==> src/rtl/core/hdba_pkg.sv <==
// Shared types and constants for the half-duplex bus priority arbiter.
// No dependencies; imported by the core, the queue pointer file and the checker.
`timescale 1ns / 1ps
`default_nettype none

package hdba_pkg;

	// result event codes
	localparam logic [2:0] EV_GRANT_NOW = 3'd0;
	localparam logic [2:0] EV_QUEUED    = 3'd1;
	localparam logic [2:0] EV_REJECTED  = 3'd2;
	localparam logic [2:0] EV_RELEASED  = 3'd3;
	localparam logic [2:0] EV_REL_ERROR = 3'd4;
	localparam logic [2:0] EV_GRANT_Q   = 3'd5;

	// input mode codes
	localparam logic MODE_REQUEST = 1'b0;
	localparam logic MODE_RELEASE = 1'b1;

	// directions
	localparam logic SENDER   = 1'b0;
	localparam logic RECEIVER = 1'b1;

	// configuration
	localparam logic [3:0] CAP_RESET   = 4'd3;
	localparam logic       REG_BUS_CAP = 1'b0;

	// sequencer states
	typedef enum logic [2:0] {
		ST_IDLE = 3'b001,
		ST_EXEC = 3'b010,
		ST_WAIT = 3'b100
	} state_t;

	// queue operation: queue number is {direction, priority}
	typedef struct packed {
		logic       push;
		logic       pop;
		logic [1:0] qsel;
	} qop_t;

	// per-queue status flags
	typedef struct packed {
		logic [3:0] nonempty;
		logic [3:0] full;
	} qstat_t;

endpackage

`default_nettype wire

==> src/rtl/core/hdba_ram.sv <==
// Generic single-port synchronous RAM with registered read data.
// No dependencies; holds the waiting task tags of all four queues.
`timescale 1ns / 1ps
`default_nettype none

module hdba_ram #(
	parameter int WIDTH = 8,
	parameter int DEPTH = 64
) (
	input  wire logic                     clk,
	input  wire logic                     we,
	input  wire logic                     re,
	input  wire logic [$clog2(DEPTH)-1:0] addr,
	input  wire logic [WIDTH-1:0]         wdata,
	output logic      [WIDTH-1:0]         rdata
);

	logic [WIDTH-1:0] mem [DEPTH];

	// write port and registered read, read data holds between reads
	always_ff @(posedge clk) begin
		if (we) begin
			mem[addr] <= wdata;
		end
		if (re) begin
			rdata <= mem[addr];
		end
	end

endmodule

`default_nettype wire

==> src/rtl/core/hdba_qptr.sv <==
// Head, tail and fill registers of the four waiter queues.
// Depends on hdba_pkg for the operation and status structs.
`timescale 1ns / 1ps
`default_nettype none

module hdba_qptr #(
	parameter int QUEUE_DEPTH = 16
) (
	input  wire logic                           clk,
	input  wire logic                           arst_n,
	input  wire hdba_pkg::qop_t                 op,
	output hdba_pkg::qstat_t                    stat,
	output logic [$clog2(QUEUE_DEPTH)-1:0]      head_idx,
	output logic [$clog2(QUEUE_DEPTH)-1:0]      tail_idx
);
	import hdba_pkg::*;

	localparam int QW = $clog2(QUEUE_DEPTH);
	localparam int FW = $clog2(QUEUE_DEPTH + 1);
	localparam logic [QW-1:0] LAST_IDX = QW'(QUEUE_DEPTH - 1);
	localparam logic [FW-1:0] FULL_FILL = FW'(QUEUE_DEPTH);

	logic [QW-1:0] head_q [4];
	logic [QW-1:0] tail_q [4];
	logic [FW-1:0] fill_q [4];

	function automatic logic [QW-1:0] next_idx(input logic [QW-1:0] i);
		return (i == LAST_IDX) ? '0 : i + 1'b1;
	endfunction

	// status flags per queue
	always_comb begin
		for (int k = 0; k < 4; k++) begin
			stat.nonempty[k] = (fill_q[k] != '0);
			stat.full[k]     = (fill_q[k] == FULL_FILL);
		end
	end

	assign head_idx = head_q[op.qsel];
	assign tail_idx = tail_q[op.qsel];

	// pointer and fill update, one operation per cycle
	always_ff @(posedge clk or negedge arst_n) begin
		if (!arst_n) begin
			for (int k = 0; k < 4; k++) begin
				head_q[k] <= '0;
				tail_q[k] <= '0;
				fill_q[k] <= '0;
			end
		end else if (op.push) begin
			tail_q[op.qsel] <= next_idx(tail_q[op.qsel]);
			fill_q[op.qsel] <= fill_q[op.qsel] + 1'b1;
		end else if (op.pop) begin
			head_q[op.qsel] <= next_idx(head_q[op.qsel]);
			fill_q[op.qsel] <= fill_q[op.qsel] - 1'b1;
		end
	end

endmodule

`default_nettype wire

==> src/rtl/core/half_duplex_bus_priority_arbiter_core.sv <==
// Half-duplex bus priority arbiter core: grants bus slots to tasks that all
// run in one direction, and parks the rest in four FIFO queues (high and
// normal priority per direction) whose tags live in one synchronous RAM.
// Input channel (in_valid/in_stall): mode 0 requests a slot, mode 1 releases
// one. Output channel (out_valid/out_stall): one result per item, or two when
// a release admits a waiter (release with last=0, then the grant with last=1).
// Sequence: an item is taken in the idle cycle, executed in the next, where
// its first result is loaded into the output register. A plain item passes
// through IDLE and EXEC; a release that admits a waiter also passes through
// WAIT, where the RAM read of the queue head gives the grant. The output
// register lets the next item be taken while a result still waits.
// A stalled output holds its result; execution waits for the slot to free.
// Capacity lives in an APB register at byte 0 (reset 3, 0 acts as 1).
// Reset empties the bus and all queues and sets the direction to sender; the
// tag RAM is not cleared, since only entries written before are ever read.
// Depends on hdba_pkg, hdba_ram and hdba_qptr.
`timescale 1ns / 1ps
`default_nettype none

module half_duplex_bus_priority_arbiter_core #(
	parameter int QUEUE_DEPTH = 16,
	parameter int TAG_BITS    = 8
) (
	input  wire logic        clk,
	input  wire logic        arst_n,
	// configuration port
	input  wire logic        psel,
	input  wire logic        penable,
	input  wire logic        pwrite,
	input  wire logic [2:0]  paddr,
	input  wire logic [31:0] pwdata,
	output logic      [31:0] prdata,
	output logic             pready,
	// input channel
	input  wire logic        in_valid,
	output logic             in_stall,
	input  wire logic        mode,
	input  wire logic        direction,
	input  wire logic        priority_req,
	input  wire logic [7:0]  task_tag,
	// output channel
	output logic             out_valid,
	input  wire logic        out_stall,
	output logic      [2:0]  event_res,
	output logic      [7:0]  grant_tag,
	output logic             grant_direction,
	output logic             grant_priority,
	output logic      [3:0]  slots_used,
	output logic             last
);
	import hdba_pkg::*;

	localparam int QW = $clog2(QUEUE_DEPTH);
	localparam int AW = QW + 2;
	localparam int TW = (TAG_BITS > 8) ? TAG_BITS : 8;

	// configuration register
	logic [3:0] cap_q;
	logic [3:0] eff_cap;

	assign pready = 1'b1;
	assign prdata = (paddr[2] == REG_BUS_CAP) ? {28'd0, cap_q} : 32'd0;
	assign eff_cap = (cap_q == 4'd0) ? 4'd1 : cap_q;

	always_ff @(posedge clk or negedge arst_n) begin
		if (!arst_n) begin
			cap_q <= CAP_RESET;
		end else if (psel && penable && pwrite && (paddr[2] == REG_BUS_CAP)) begin
			cap_q <= pwdata[3:0];
		end
	end

	// sequencer and bus state
	state_t state_q;
	logic [3:0] bus_cnt_q;
	logic       bus_dir_q;

	// latched input item
	logic                mode_q;
	logic                dir_q;
	logic                prio_q;
	logic [TAG_BITS-1:0] tag_q;
	logic [TW-1:0]       tag_in_ext;

	// waiter attributes for the second result
	logic wdir_q;
	logic wprio_q;

	// output register
	logic       out_valid_q;
	logic [2:0] ev_q;
	logic [7:0] gtag_q;
	logic       gdir_q;
	logic       gprio_q;
	logic [3:0] slots_q;
	logic       last_q;

	assign in_stall        = (state_q != ST_IDLE);
	assign out_valid       = out_valid_q;
	assign event_res       = ev_q;
	assign grant_tag       = gtag_q;
	assign grant_direction = gdir_q;
	assign grant_priority  = gprio_q;
	assign slots_used      = slots_q;
	assign last            = last_q;

	assign tag_in_ext = TW'(task_tag);

	// queue pointers and tag memory
	qop_t                qop;
	qstat_t              qstat;
	logic [QW-1:0]       head_idx;
	logic [QW-1:0]       tail_idx;
	logic                ram_we;
	logic                ram_re;
	logic [AW-1:0]       ram_addr;
	logic [TAG_BITS-1:0] ram_rdata;
	logic [TW-1:0]       ram_rdata_ext;

	hdba_qptr #(
		.QUEUE_DEPTH(QUEUE_DEPTH)
	) u_qptr (
		.clk     (clk),
		.arst_n  (arst_n),
		.op      (qop),
		.stat    (qstat),
		.head_idx(head_idx),
		.tail_idx(tail_idx)
	);

	hdba_ram #(
		.WIDTH(TAG_BITS),
		.DEPTH(4 * (1 << QW))
	) u_ram (
		.clk  (clk),
		.we   (ram_we),
		.re   (ram_re),
		.addr (ram_addr),
		.wdata(tag_q),
		.rdata(ram_rdata)
	);

	assign ram_rdata_ext = TW'(ram_rdata);

	// admission checks
	logic       out_free;
	logic       req_adm;
	logic [1:0] req_qn;
	logic [3:0] cnt_dec;
	logic [3:0] cand_ok;
	logic [1:0] cand_qn [4];
	logic       pick_ok;
	logic [1:0] pick_qn;

	assign out_free = !out_valid_q || !out_stall;
	assign req_adm  = (bus_cnt_q < eff_cap) && ((bus_cnt_q == 4'd0) || (dir_q == bus_dir_q));
	assign req_qn   = {dir_q, prio_q};
	assign cnt_dec  = bus_cnt_q - 4'd1;

	// candidates in order: high same, normal same, high other, normal other
	always_comb begin
		for (int k = 0; k < 4; k++) begin
			cand_qn[k] = {dir_q ^ (k >= 2), (k % 2 == 0)};
			cand_ok[k] = qstat.nonempty[cand_qn[k]] && (cnt_dec < eff_cap)
				&& ((cnt_dec == 4'd0) || (cand_qn[k][1] == bus_dir_q));
		end
	end

	// first admissible waiter
	always_comb begin
		pick_ok = 1'b1;
		pick_qn = cand_qn[3];
		if (cand_ok[0]) begin
			pick_qn = cand_qn[0];
		end else if (cand_ok[1]) begin
			pick_qn = cand_qn[1];
		end else if (cand_ok[2]) begin
			pick_qn = cand_qn[2];
		end else if (!cand_ok[3]) begin
			pick_ok = 1'b0;
		end
	end

	// queue and memory control for the execute cycle
	logic exec_go;
	logic wait_go;
	logic do_push;
	logic do_pop;

	assign exec_go = (state_q == ST_EXEC) && out_free;
	assign wait_go = (state_q == ST_WAIT) && out_free;
	assign do_push = exec_go && (mode_q == MODE_REQUEST) && !req_adm && !qstat.full[req_qn];
	assign do_pop  = exec_go && (mode_q == MODE_RELEASE) && (bus_cnt_q != 4'd0) && pick_ok;

	assign qop.push = do_push;
	assign qop.pop  = do_pop;
	assign qop.qsel = (mode_q == MODE_RELEASE) ? pick_qn : req_qn;

	assign ram_we   = do_push;
	assign ram_re   = do_pop;
	assign ram_addr = {qop.qsel, (mode_q == MODE_RELEASE) ? head_idx : tail_idx};

	// output valid: set when a result is loaded, cleared once taken
	always_ff @(posedge clk or negedge arst_n) begin
		if (!arst_n) begin
			out_valid_q <= 1'b0;
		end else if (exec_go || wait_go) begin
			out_valid_q <= 1'b1;
		end else if (!out_stall) begin
			out_valid_q <= 1'b0;
		end
	end

	// control state: sequencer and bus occupancy
	always_ff @(posedge clk or negedge arst_n) begin
		if (!arst_n) begin
			state_q     <= ST_IDLE;
			bus_cnt_q   <= 4'd0;
			bus_dir_q   <= SENDER;
		end else begin
			case (state_q)
				ST_IDLE: begin
					if (in_valid) begin
						state_q <= ST_EXEC;
					end
				end
				ST_EXEC: begin
					if (out_free) begin
						if (mode_q == MODE_REQUEST) begin
							state_q <= ST_IDLE;
							if (req_adm) begin
								bus_cnt_q <= bus_cnt_q + 4'd1;
								bus_dir_q <= dir_q;
							end
						end else if (bus_cnt_q != 4'd0 && pick_ok) begin
							bus_dir_q <= pick_qn[1];
							state_q   <= ST_WAIT;
						end else begin
							state_q <= ST_IDLE;
							if (bus_cnt_q != 4'd0) begin
								bus_cnt_q <= cnt_dec;
							end
						end
					end
				end
				ST_WAIT: begin
					if (out_free) begin
						state_q <= ST_IDLE;
					end
				end
				default: begin
					state_q <= ST_IDLE;
				end
			endcase
		end
	end

	// stored tag widened or cut to the 8-bit result field
	function automatic logic [7:0] tag_ext8(input logic [TAG_BITS-1:0] t);
		logic [TW-1:0] w;
		w = TW'(t);
		return w[7:0];
	endfunction

	// latched item and result payload
	always_ff @(posedge clk) begin
		if (state_q == ST_IDLE && in_valid) begin
			mode_q <= mode;
			dir_q  <= direction;
			prio_q <= priority_req;
			tag_q  <= tag_in_ext[TAG_BITS-1:0];
		end
		if (exec_go) begin
			gtag_q  <= tag_ext8(tag_q);
			gdir_q  <= dir_q;
			gprio_q <= prio_q;
			if (mode_q == MODE_REQUEST) begin
				last_q <= 1'b1;
				if (req_adm) begin
					ev_q    <= EV_GRANT_NOW;
					slots_q <= bus_cnt_q + 4'd1;
				end else if (qstat.full[req_qn]) begin
					ev_q    <= EV_REJECTED;
					slots_q <= bus_cnt_q;
				end else begin
					ev_q    <= EV_QUEUED;
					slots_q <= bus_cnt_q;
				end
			end else if (bus_cnt_q == 4'd0) begin
				ev_q    <= EV_REL_ERROR;
				slots_q <= bus_cnt_q;
				last_q  <= 1'b1;
			end else begin
				ev_q    <= EV_RELEASED;
				slots_q <= cnt_dec;
				last_q  <= !pick_ok;
				wdir_q  <= pick_qn[1];
				wprio_q <= pick_qn[0];
			end
		end else if (wait_go) begin
			ev_q    <= EV_GRANT_Q;
			gtag_q  <= ram_rdata_ext[7:0];
			gdir_q  <= wdir_q;
			gprio_q <= wprio_q;
			slots_q <= bus_cnt_q;
			last_q  <= 1'b1;
		end
	end

endmodule

`default_nettype wire

==> config.mk <==
export PLATFORM = sky130hd
export DESIGN_NAME = half_duplex_bus_priority_arbiter_core
export DESIGN_NICKNAME = d
export VERILOG_FILES = /design/src/rtl/core/hdba_pkg.sv /design/src/rtl/core/hdba_ram.sv /design/src/rtl/core/hdba_qptr.sv /design/src/rtl/core/half_duplex_bus_priority_arbiter_core.sv
export SDC_FILE = /design/constraint.sdc
export NUM_CORES = 1
export LEC_CHECK = 0
export BUFFER_PORTS_ARGS = -buffer_cell sky130_fd_sc_hd__buf_4
export CORE_MARGIN = 4
export CORE_UTILIZATION = 50
export CTS_BUF_LIST = sky130_fd_sc_hd__clkbuf_2 sky130_fd_sc_hd__clkbuf_4 sky130_fd_sc_hd__clkbuf_8
export DETAILED_ROUTE_END_ITERATION = 7
export GPL_TIMING_DRIVEN = 0
export PLACE_DENSITY = 0.69
export SETUP_SLACK_MARGIN = 0.3
export SLEW_MARGIN = 30
export SYNTH_ARGS = -nofsm -noshare
export SYNTH_HDL_FRONTEND = slang
export SYNTH_SLANG_ARGS = --single-unit
==> constraint.sdc <==
create_clock -name clk -period 4.9 [get_ports clk]
set_input_delay 0.49 -clock clk [delete_from_list [all_inputs] [get_ports clk]]
set_output_delay 0.49 -clock clk [all_outputs]
set_load 0.03 [all_outputs]
After elaboration in Yosys (flattened, before gate mapping)
Memory sizes are Yosys's and may differ from the RTL's. A register that Yosys moved wholly into a read port is not among the register bits. Cells that the tools add are included.

Register bits: 96. Memory bits (writable): 512. Output and inout port bits: 53. Word-level logic and storage cells: 198. Memories: 1.

Memory list: u_ram.mem (words 64, bits a word 8, rd ports 1, clocked after memory_dff 1, write ports 1, line hdba_ram.sv:18) `logic [WIDTH-1:0] mem [DEPTH];`.

$add $sub $neg: 6. $lt $le $gt $ge: 9. Eq/ne operators: 19. Mux-type cells: 79. Bitwise logic cells: 6. Reduce and logical (&&, ||, !) cells: 49.

Operator list (count): two-way mux 4 bit (18); bitwise mux 20 bit (2); two-way mux 20 bit (2); bitwise mux 16 bit (2); two-way mux 1 bit (29); two-way mux 3 bit (9); logical AND 1 bit (23); == test 5 bit (second input constant) (4); nonzero test 5 bit (4); binary-select mux 4 bit (select 2 bit) (2); two-way mux 8 bit (2); < comparator 2 x 3 -> 1 bit (second input constant) (5); two-way mux 5 bit (3); adder 4 x 1 -> 4 bit (second input constant) (3); logical NOT 4 bit (3); binary-select mux 5 bit (select 2 bit) (1); demux 5 bit (select 2 bit) (1); two-way mux 2 bit (5); case mux 3 bit (3 select lines) (1); demux 4 bit (select 2 bit) (1); == test 4 bit (second input constant) (2); < comparator 4 bit (2); != test 2 bit (second input constant) (4); AND reduction 4 bit (2); 20 further kinds (38).

Depth between registers and ports, before layout
Gate-level depths: netlist of run 1.

Depth in word-level cells: 17. Gate-level depth with buffers: 21. Gate-level depth less buffers: 18.

By module
A second synthesis of run 1 with hierarchy kept.

Cell total of the unflattened synthesis: 1679. Area total of the unflattened synthesis: 25923.6 sq um.

Modules (own cells, without submodules): hdba_ram (times used 1, cells each 1171, area each 20529.7 sq um, seq. area each 15615.0 sq um); hdba_qptr (times used 1, cells each 243, area each 2717.6 sq um, seq. area each 1301.2 sq um); half_duplex_bus_priority_arbiter_core (times used 1, cells each 265, area each 2676.3 sq um, seq. area each 1260.0 sq um).

Worst setup path after synthesis of run 1
OpenSTA, ideal clock, no wires.

Path kind: flip-flop to flip-flop. Start: reg bus_cnt_q[0]. End: reg u_ram.rdata[1], read port of u_ram.mem, data pin. Arrival time: 4437 ps. Required time: 4628 ps. Slack: 191 ps. Stages on the path, launching flop included: 20. Path buffers: 4. Period minus slack after synthesis: 4709 ps. Cell sequence: dfrtp_1 inv_1 ha_1 xor2_1 ha_1 nand2_1 o2111ai_1 a31oi_1 clkbuf_1 o21ai_0 a31oi_1 o221ai_1 mux4_2 buf_2 buf_6 buf_6 mux2_4 a221oi_1 o22ai_1 or4_1.

Cells in the longest elaborated chain, start to end: 13.

RTL lines: start, declared (line half_duplex_bus_priority_arbiter_core.sv:75) `logic [3:0] bus_cnt_q;`; start signal, assigned (line half_duplex_bus_priority_arbiter_core.sv:232) `bus_cnt_q <= bus_cnt_q + 4'd1;`; start signal, assigned (line half_duplex_bus_priority_arbiter_core.sv:241) `bus_cnt_q <= cnt_dec;`; subtractor 4 x 1 -> 4 bit (line half_duplex_bus_priority_arbiter_core.sv:158) `assign cnt_dec = bus_cnt_q - 4'd1;`; < comparator 4 bit or logical NOT 4 bit (tied branches) (line half_duplex_bus_priority_arbiter_core.sv:164, half_duplex_bus_priority_arbiter_core.sv:165); logical AND 1 bit or logical OR 1 bit (tied branches) (line half_duplex_bus_priority_arbiter_core.sv:164, half_duplex_bus_priority_arbiter_core.sv:165); logical AND 1 bit (line half_duplex_bus_priority_arbiter_core.sv:165) `&& ((cnt_dec == 4'd0) || (cand_qn[k][1] == bus_dir_q));`; two-way mux 1 bit (line half_duplex_bus_priority_arbiter_core.sv:177) `end else if (cand_ok[2]) begin`; two-way mux 2 bit (line half_duplex_bus_priority_arbiter_core.sv:175) `end else if (cand_ok[1]) begin`; two-way mux 2 bit (line half_duplex_bus_priority_arbiter_core.sv:173) `if (cand_ok[0]) begin`; two-way mux 2 bit (line half_duplex_bus_priority_arbiter_core.sv:197) `assign qop.qsel = (mode_q == MODE_RELEASE) ? pick_qn : req_qn;`; inverter 2 -> 3 bit (not written as such) (line hdba_qptr.sv:39, hdba_qptr.sv:40); binary-select mux 4 bit (select 2 bit) (on tied branches) (line hdba_qptr.sv:40, hdba_qptr.sv:39); two-way mux 4 bit (on tied branches) (2 in series) (line hdba_qptr.sv:40, hdba_qptr.sv:39); two-way mux 4 bit (line half_duplex_bus_priority_arbiter_core.sv:201) `assign ram_addr = {qop.qsel, (mode_q == MODE_RELEASE) ? head_idx : tail_idx};`; end, declared (line hdba_ram.sv:15) `output logic [WIDTH-1:0] rdata`.

Parallel ways exist; a longest one is shown, timed or not. The select of a mux whose other input is x is not followed. A chain may end at the register's enable or synchronous reset.

Worst setup path in the final report of run 1
Same ends and word-level chain as after synthesis.

==> results of run 1 <==
[power breakdown]
group	switching, mW	internal [mW]
sequential	0.228	6.19
clock	2.09	2.59
combinational	9.06	6.24
[sequential cells by signal, summed over array words and instances, names as in the netlist, 3 cells and up, named ones only]
signal / count
bus_cnt_q: 4
cap_q: 4
event_res: 3
grant_tag: 8
slots_used: 4
state_q: 3
tag_q: 8
u_qptr.fill_q: 16
u_qptr.head_q: 16
u_qptr.tail_q: 16
u_ram.mem: 512
u_ram.rdata: 8
[per-layer routing]
metal,share of wire,up-vias
li1,-,7542
met1,0.38,9044
met2,0.46,1351
met3,0.12,272
met4,0.048,2
met5,0.00016,-
[placed cells by master, fill, tap and decap left out, types with 29 or more instances in the layout]
master and n:
buf_6 34, nor2_1 52, conb_1 29, a221oi_2 32, clkbuf_4 39, buf_12 31, mux2i_1 124, dfrtp_1 60
buf_4 121, nor2_4 56, nand2_1 113, inv_1 31, edfxtp_1 551, clkbuf_8 114, o21ai_0 51, o22ai_1 75
mux2_2 112
[worst register-to-register path, cell delays in order (launching register included)]
cell and delay, ns:
dfrtp_2 0.44, buf_4 0.15, or3_4 0.38, xnor2_4 0.19
ha_4 0.23, a31oi_4 0.23, buf_4 0.16, buf_6 0.14
o21ai_0 0.09, a31oi_1 0.28, o221ai_2 0.25, nand3_1 0.19
a21o_1 0.31, nand2_2 0.27, clkbuf_8 0.30, a221oi_4 0.48
o22ai_1 0.17, or4_4 0.54
[area by class of cell]
| cell class | instances | area [µm²] | share of cell area |
|---|---|---|---|
| diodes | 3 | 7.51 | 0.000224 |
| plain buffers | 115 | 1260 | 0.0375 |
| clock buffers | 142 | 1730 | 0.0516 |
| clock inverters | 43 | 360 | 0.0107 |
| inverters | 36 | 141 | 0.00422 |
| multi-input cells | 1037 | 9470 | 0.282 |
| flip-flops and latches | 616 | 18200 | 0.542 |
| well taps | 688 | 861 | 0.0257 |
| repair buffers | 150 | 1520 | 0.0455 |
[stage by stage]
stage	util	cell area [µm²]	instances	power, mW	hold WS [ns]
after floorplan	-	26700	1804	12.9	0.194
after global placement	0.530	27900	2538	16.9	0.462
after detailed placement	0.539	28300	2570	17.2	0.464
after CTS	0.624	32800	2797	24.9	0.0359
after global routing	0.638	33500	2828	27.0	0.0532
final	0.638	33500	2830	26.4	0.0765
[repair_timing]
item,4_1_cts,5_1_grt
hold endpoints to repair,77,0
hold buffers,16,0
setup buffers,23,27
gates resized for setup,438,96
gates cloned,3,2
setup endpoints to repair,579,534
pin swaps,43,53
[cell families after synthesis]
group,Yosys count,share of synthesized area
mux,299,0.126
simple gates,331,0.0543
fa+ha+maj,13,0.00613
buf+inv,151,0.0303
flops,616,0.685
compound gates,350,0.0933
other cells,2,0.000283
xor+xnor,15,0.00495
[how the worst max path moves through the flow]
stage,endpoint,slack (ns),cells past startpoint,start
finish,u_ram.rdata[1]$_DFFE_PP_,-0.19,17,bus_cnt_q[0]$_DFFE_PN0P_
global route,u_ram.rdata[6]$_DFFE_PP_,-0.21,19,bus_cnt_q[2]$_DFFE_PN0P_
CTS,u_ram.rdata[5]$_DFFE_PP_,-0.05,18,bus_cnt_q[2]$_DFFE_PN0P_
detailed placement,u_ram.rdata[2]$_DFFE_PP_,-2.23,19,bus_cnt_q[0]$_DFFE_PN0P_
global placement,u_ram.rdata[2]$_DFFE_PP_,-2.19,19,bus_cnt_q[0]$_DFFE_PN0P_
floorplan,u_ram.rdata[1]$_DFFE_PP_,0.30,19,bus_cnt_q[0]$_DFFE_PN0P_
==> results.json, run 1 <==
{
  "outcome": "finished, violations left",
  "violations": "setup timing",
  "h-tree-depth": 3,
  "finalHoldViolations": 0,
  "synth_top_cell_by_area": "edfxtp_1",
  "grt_use_met1": 0.387,
  "tns_ns": -1.05,
  "drt-wirelength-per-cell_um": 29.5,
  "area_delta_synth_final_pct": 26.3,
  "min_period_over_period": 1.04,
  "synthTopCellsByArea": "edfxtp_1 (62%), dfrtp_1 (5.8%), mux2i_1 (5.2%)",
  "p_leak_nw": 11.7,
  "synthFlopType": "edfxtp_1",
  "port-buffer-count": 46,
  "gp_congestion": 0.992,
  "clk_latency_ns": 0.71,
  "yosysWarningCount": 0,
  "regToRegEndpoint": "u_ram.rdata[1]$_DFFE_PP_",
  "drv_slew": 0,
  "cts.sinks": 616,
  "worst_slew_pin_slew_ns": 0.894,
  "r2r_cells": 17,
  "rrSetupSlack_ns": -0.19,
  "max_cap_violations": 0,
  "grt_util_met3": 0.0764,
  "numCtsBuffers": 102,
  "peakVddDrop_mv": 0.470,
  "grt_pass1_wl_um": 119000,
  "antenna_found_initial": 3,
  "synth_most_common_cell": "edfxtp_1",
  "cts_tree": "built",
  "power.density_nw_per_um2": 787,
  "min-delay-start": "out_stall",
  "async_reset_ff_frac": 0.106,
  "io_pins": 106,
  "grt_use_total": 0.285,
  "max_stage_delay_ns": 0.54,
  "hold_depth": 3,
  "crit_path_max_fanout": 10,
  "clk_pin_slew_ns": 0.06,
  "grt-busiest-layer": "met2",
  "finalWirelength_um": 83600,
  "arrival_ns": 5.51,
  "crit_buf_inv": 4,
  "clockRootBuffer": "clkbuf_8",
  "viasPerCell": 6.43,
  "hpwl_um": 53400,
  "synth_cell_types": 78,
  "critPathLaunchType": "register",
  "skew_ns": 0.0312,
  "cp_top_family": "compound AO/OA/AOI/OAI gates",
  "rows": 84,
  "ys_ff_latch": 616,
  "synth_edf_count": 551,
  "worst_setup_path_end_kind": "register",
  "setup_slack_ns": -0.190,
  "setup_viol": 8,
  "synthesis.instances": 1777,
  "r2r-start": "bus_cnt_q[0]$_DFFE_PN0P_",
  "initial_core_util": 0.505,
  "core_area_um2": 52600,
  "drive_above_1_share": 0.365,
  "cpMostUsedCell": "buf_4",
  "grt_max_degree": 66,
  "cp_data_required_time_ns": 5.32,
  "route.antenna.remaining_nets": 0,
  "clock.fmax_mhz": 196,
  "globalRouteOverflowTotal": 0,
  "first_pass_iters": 6,
  "die_area_um2": 56800,
  "crit_type": "register to register",
  "synthTopCellsByCount": "edfxtp_1 (551), mux2i_1 (138), nand2_1 (129)",
  "grt_use_met2": 0.446,
  "synth.avg_cell_area_um2": 14.9,
  "critical_path.slowest_cell": "or4_4",
  "drc_errors": 0,
  "worstHoldPathType": "input pin to register",
  "syn_area_um2": 26500,
  "dp_slack_ns": -2.23,
  "die_y_um": 238,
  "nets": 2124,
  "grt_pass1_vias": 17700,
  "drtIter0Drc": 2505,
  "relSlewSlack": 0.404,
  "cts_buffer_depth": 3,
  "rsz0062_at_grt": "yes",
  "die_w_um": 238,
  "ys_seq_area_frac": 0.685,
  "yosys.area.top_type_share": 0.623,
  "vias": 18200,
  "cp_cell_sequence": "buf_4 -> or3_4 -> xnor2_4 -> ha_4 -> a31oi_4 -> buf_4 -> buf_6 -> o21ai_0 -> a31oi_1 -> o221ai_2 -> nand3_1 -> a21o_1 -> nand2_2 -> clkbuf_8 -> a221oi_4 -> o22ai_1 -> or4_4",
  "min_delay_worst_endpoint": "out_valid$_DFFE_PN0P_",
  "min_period_ns": 5.09,
  "fill_cells": 3678
}
Note: power is estimated with default switching activity, not from simulation.
==> run 2, diff against run 1 <==
--- a/config.mk
+++ b/config.mk
@@ -5,7 +5,7 @@
 export SDC_FILE = /design/constraint.sdc
 export NUM_CORES = 1
 export LEC_CHECK = 0
-export BUFFER_PORTS_ARGS = -buffer_cell sky130_fd_sc_hd__buf_4
+export BUFFER_PORTS_ARGS = -buffer_cell sky130_fd_sc_hd__buf_2
 export CORE_MARGIN = 4
 export CORE_UTILIZATION = 50
 export CTS_BUF_LIST = sky130_fd_sc_hd__clkbuf_2 sky130_fd_sc_hd__clkbuf_4 sky130_fd_sc_hd__clkbuf_8
==> results.json, run 2 (synthesis results as in run 1) <==
{
  "finalHoldViolations": 0,
  "relSlewSlack": 0.266,
  "critical_path.slowest_cell": "dfrtp_2",
  "crit_path_max_fanout": 10,
  "p_leak_nw": 12.0,
  "drt-wirelength-per-cell_um": 30.2,
  "die_y_um": 238,
  "drtIter0Drc": 2691,
  "cp_top_family": "compound AO/OA/AOI/OAI gates",
  "grt_use_total": 0.286,
  "first_pass_iters": 8,
  "port-buffer-count": 46,
  "grt_pass1_wl_um": 119000,
  "clk_pin_slew_ns": 0.07,
  "dp_cells": 2570,
  "peakVddDrop_mv": 0.586,
  "hpwl_um": 53200,
  "route.antenna.remaining_nets": 0,
  "final_common_cell": "edfxtp_1",
  "tns_ns": -1.54,
  "critPathLaunchType": "register",
  "h-tree-depth": 3,
  "die_w_um": 238,
  "largest_reg_flops": 512,
  "placed_area_um2": 28200,
  "core_area_um2": 52600,
  "fin_cells": 2872,
  "worstHoldPathType": "input pin to register",
  "initial_core_util": 0.505,
  "numCtsBuffers": 100,
  "finalWirelength_um": 86800,
  "cts.sinks": 616,
  "gp_congestion": 0.997,
  "vias": 18600,
  "drv_slew": 0,
  "cts_buffer_depth": 3,
  "min_period_ns": 5.14,
  "rsz0062_at_grt": "yes",
  "clockRootBuffer": "clkbuf_8",
  "viasPerCell": 6.48,
  "power.density_nw_per_um2": 794,
  "crit_buf_inv": 4,
  "setup_slack_ns": -0.245,
  "fill_cells": 3467,
  "setup_viol": 8,
  "most-common-layout-cells": "edfxtp_1 (551), mux2i_1 (121), nand2_1 (114), mux2_2 (113), clkbuf_8 (109)",
  "area_delta_synth_final_pct": 29.2,
  "min_period_over_period": 1.05,
  "drive_above_1_share": 0.391,
  "violations": "setup timing",
  "grt_pass1_vias": 17600,
  "finalInstanceArea_um2": 34300,
  "nets": 2169,
  "globalRouteOverflowTotal": 0,
  "worst_setup_path_end_kind": "register",
  "cp_data_required_time_ns": 5.38,
  "max_stage_delay_ns": 0.45,
  "cp_cell_sequence": "buf_12 -> or3_4 -> xnor2_4 -> ha_4 -> a31oi_4 -> and2_1 -> buf_4 -> nand2_1 -> o221ai_2 -> mux4_2 -> buf_12 -> buf_4 -> mux2i_1 -> o22ai_1 -> a2111o_1 -> a31oi_2 -> or3b_4",
  "cts_tree": "built",
  "dp_slack_ns": -2.37,
  "rows": 84,
  "max_cap_violations": 0,
  "grt_max_degree": 39,
  "clock.fmax_mhz": 194,
  "top_register": "u_ram.mem",
  "outcome": "finished, violations left",
  "drc_errors": 0,
  "crit_type": "register to register",
  "die_area_um2": 56800,
  "clk_latency_ns": 0.76,
  "antenna_found_initial": 3,
  "arrival_ns": 5.63,
  "skew_ns": 0.0750,
  "io_pins": 106,
  "worst_slew_pin_slew_ns": 1.10
}
run 2: changes by cell type in the layout (fill, tap and decap cells not counted), sizes merged, moves of 3 or more:
cell,change
inv,+4
buf,+48
clkinvlp,+3
clkinv,-4
clkbuf,-5
run 2: area by class of cell:
type | instances | area, µm² | share of cell area
clock buffers | 136 | 1670 | 0.0488
diodes | 1 | 2.50 | 0.0000730
plain buffers | 115 | 1300 | 0.0378
inverters | 36 | 145 | 0.00423
flip-flops and latches | 616 | 18200 | 0.530
clock inverters | 46 | 414 | 0.0121
repair buffers | 197 | 2050 | 0.0598
well taps | 688 | 861 | 0.0251
multi-input cells | 1037 | 9670 | 0.282
run 2: tightest hold or removal path, stage by stage:
cell and delay, ns:
buf_2 0.08, nand2_1 0.09, nand2_1 0.07
run 2: report_power, final:
| group | total [mW] | internal, mW | switching (mW) |
|---|---|---|---|
| clock network | 4.72 | 2.55 | 2.17 |
| registers | 6.42 | 6.19 | 0.235 |
| logic | 16.1 | 6.58 | 9.50 |
run 2: per-stage QoR:
step / hold slack, ns / utilization / total power [mW]
after global routing: 0.0232 / 0.652 / 27.7
after global placement: 0.461 / 0.528 / 16.9
after detailed placement: 0.464 / 0.537 / 17.2
after CTS: 0.00459 / 0.623 / 24.5
final: 0.0125 / 0.652 / 27.2
after floorplan: 0.194 / - / 12.9
run 2: layer usage:
metal | global-route usage | vias to the layer above | wire (µm)
met5 | 0 | - | 26
met4 | 0.124 | 4 | 4500
met3 | 0.0784 | 330 | 11300
met2 | 0.437 | 1475 | 39400
met1 | 0.389 | 9191 | 31600
li1 | - | 7622 | -
run 2: worst paths after layout:
check                                         startpoint                       endpoint  slack, ns  cells after the start
min in group asynchronous                         arst_n         state_q[2]$_DFFE_PN0P_       0.30                      2
min                                            out_stall          out_valid$_DFFE_PN0P_       0.01                      3
max in group asynchronous                         arst_n   u_qptr.tail_q[3]$_DFFE_PN0P_       3.94                      3
max reg2reg                     bus_cnt_q[0]$_DFFE_PN0P_       u_ram.rdata[0]$_DFFE_PP_      -0.24                     17
max                             bus_cnt_q[0]$_DFFE_PN0P_       u_ram.rdata[0]$_DFFE_PP_      -0.24                     17
min reg2reg                u_qptr.tail_q[11]$_DFFE_PN0P_  u_qptr.tail_q[11]$_DFFE_PN0P_       0.47                      2
run 2: repair_timing:
item                       in CTS  in global routing
setup endpoints to repair     578                559
resized for setup             413                180
pin swaps                      50                 58
hold buffers                   14                  0
gates cloned                    1                  7
setup buffers                  43                 53
hold endpoints to repair       47                  0
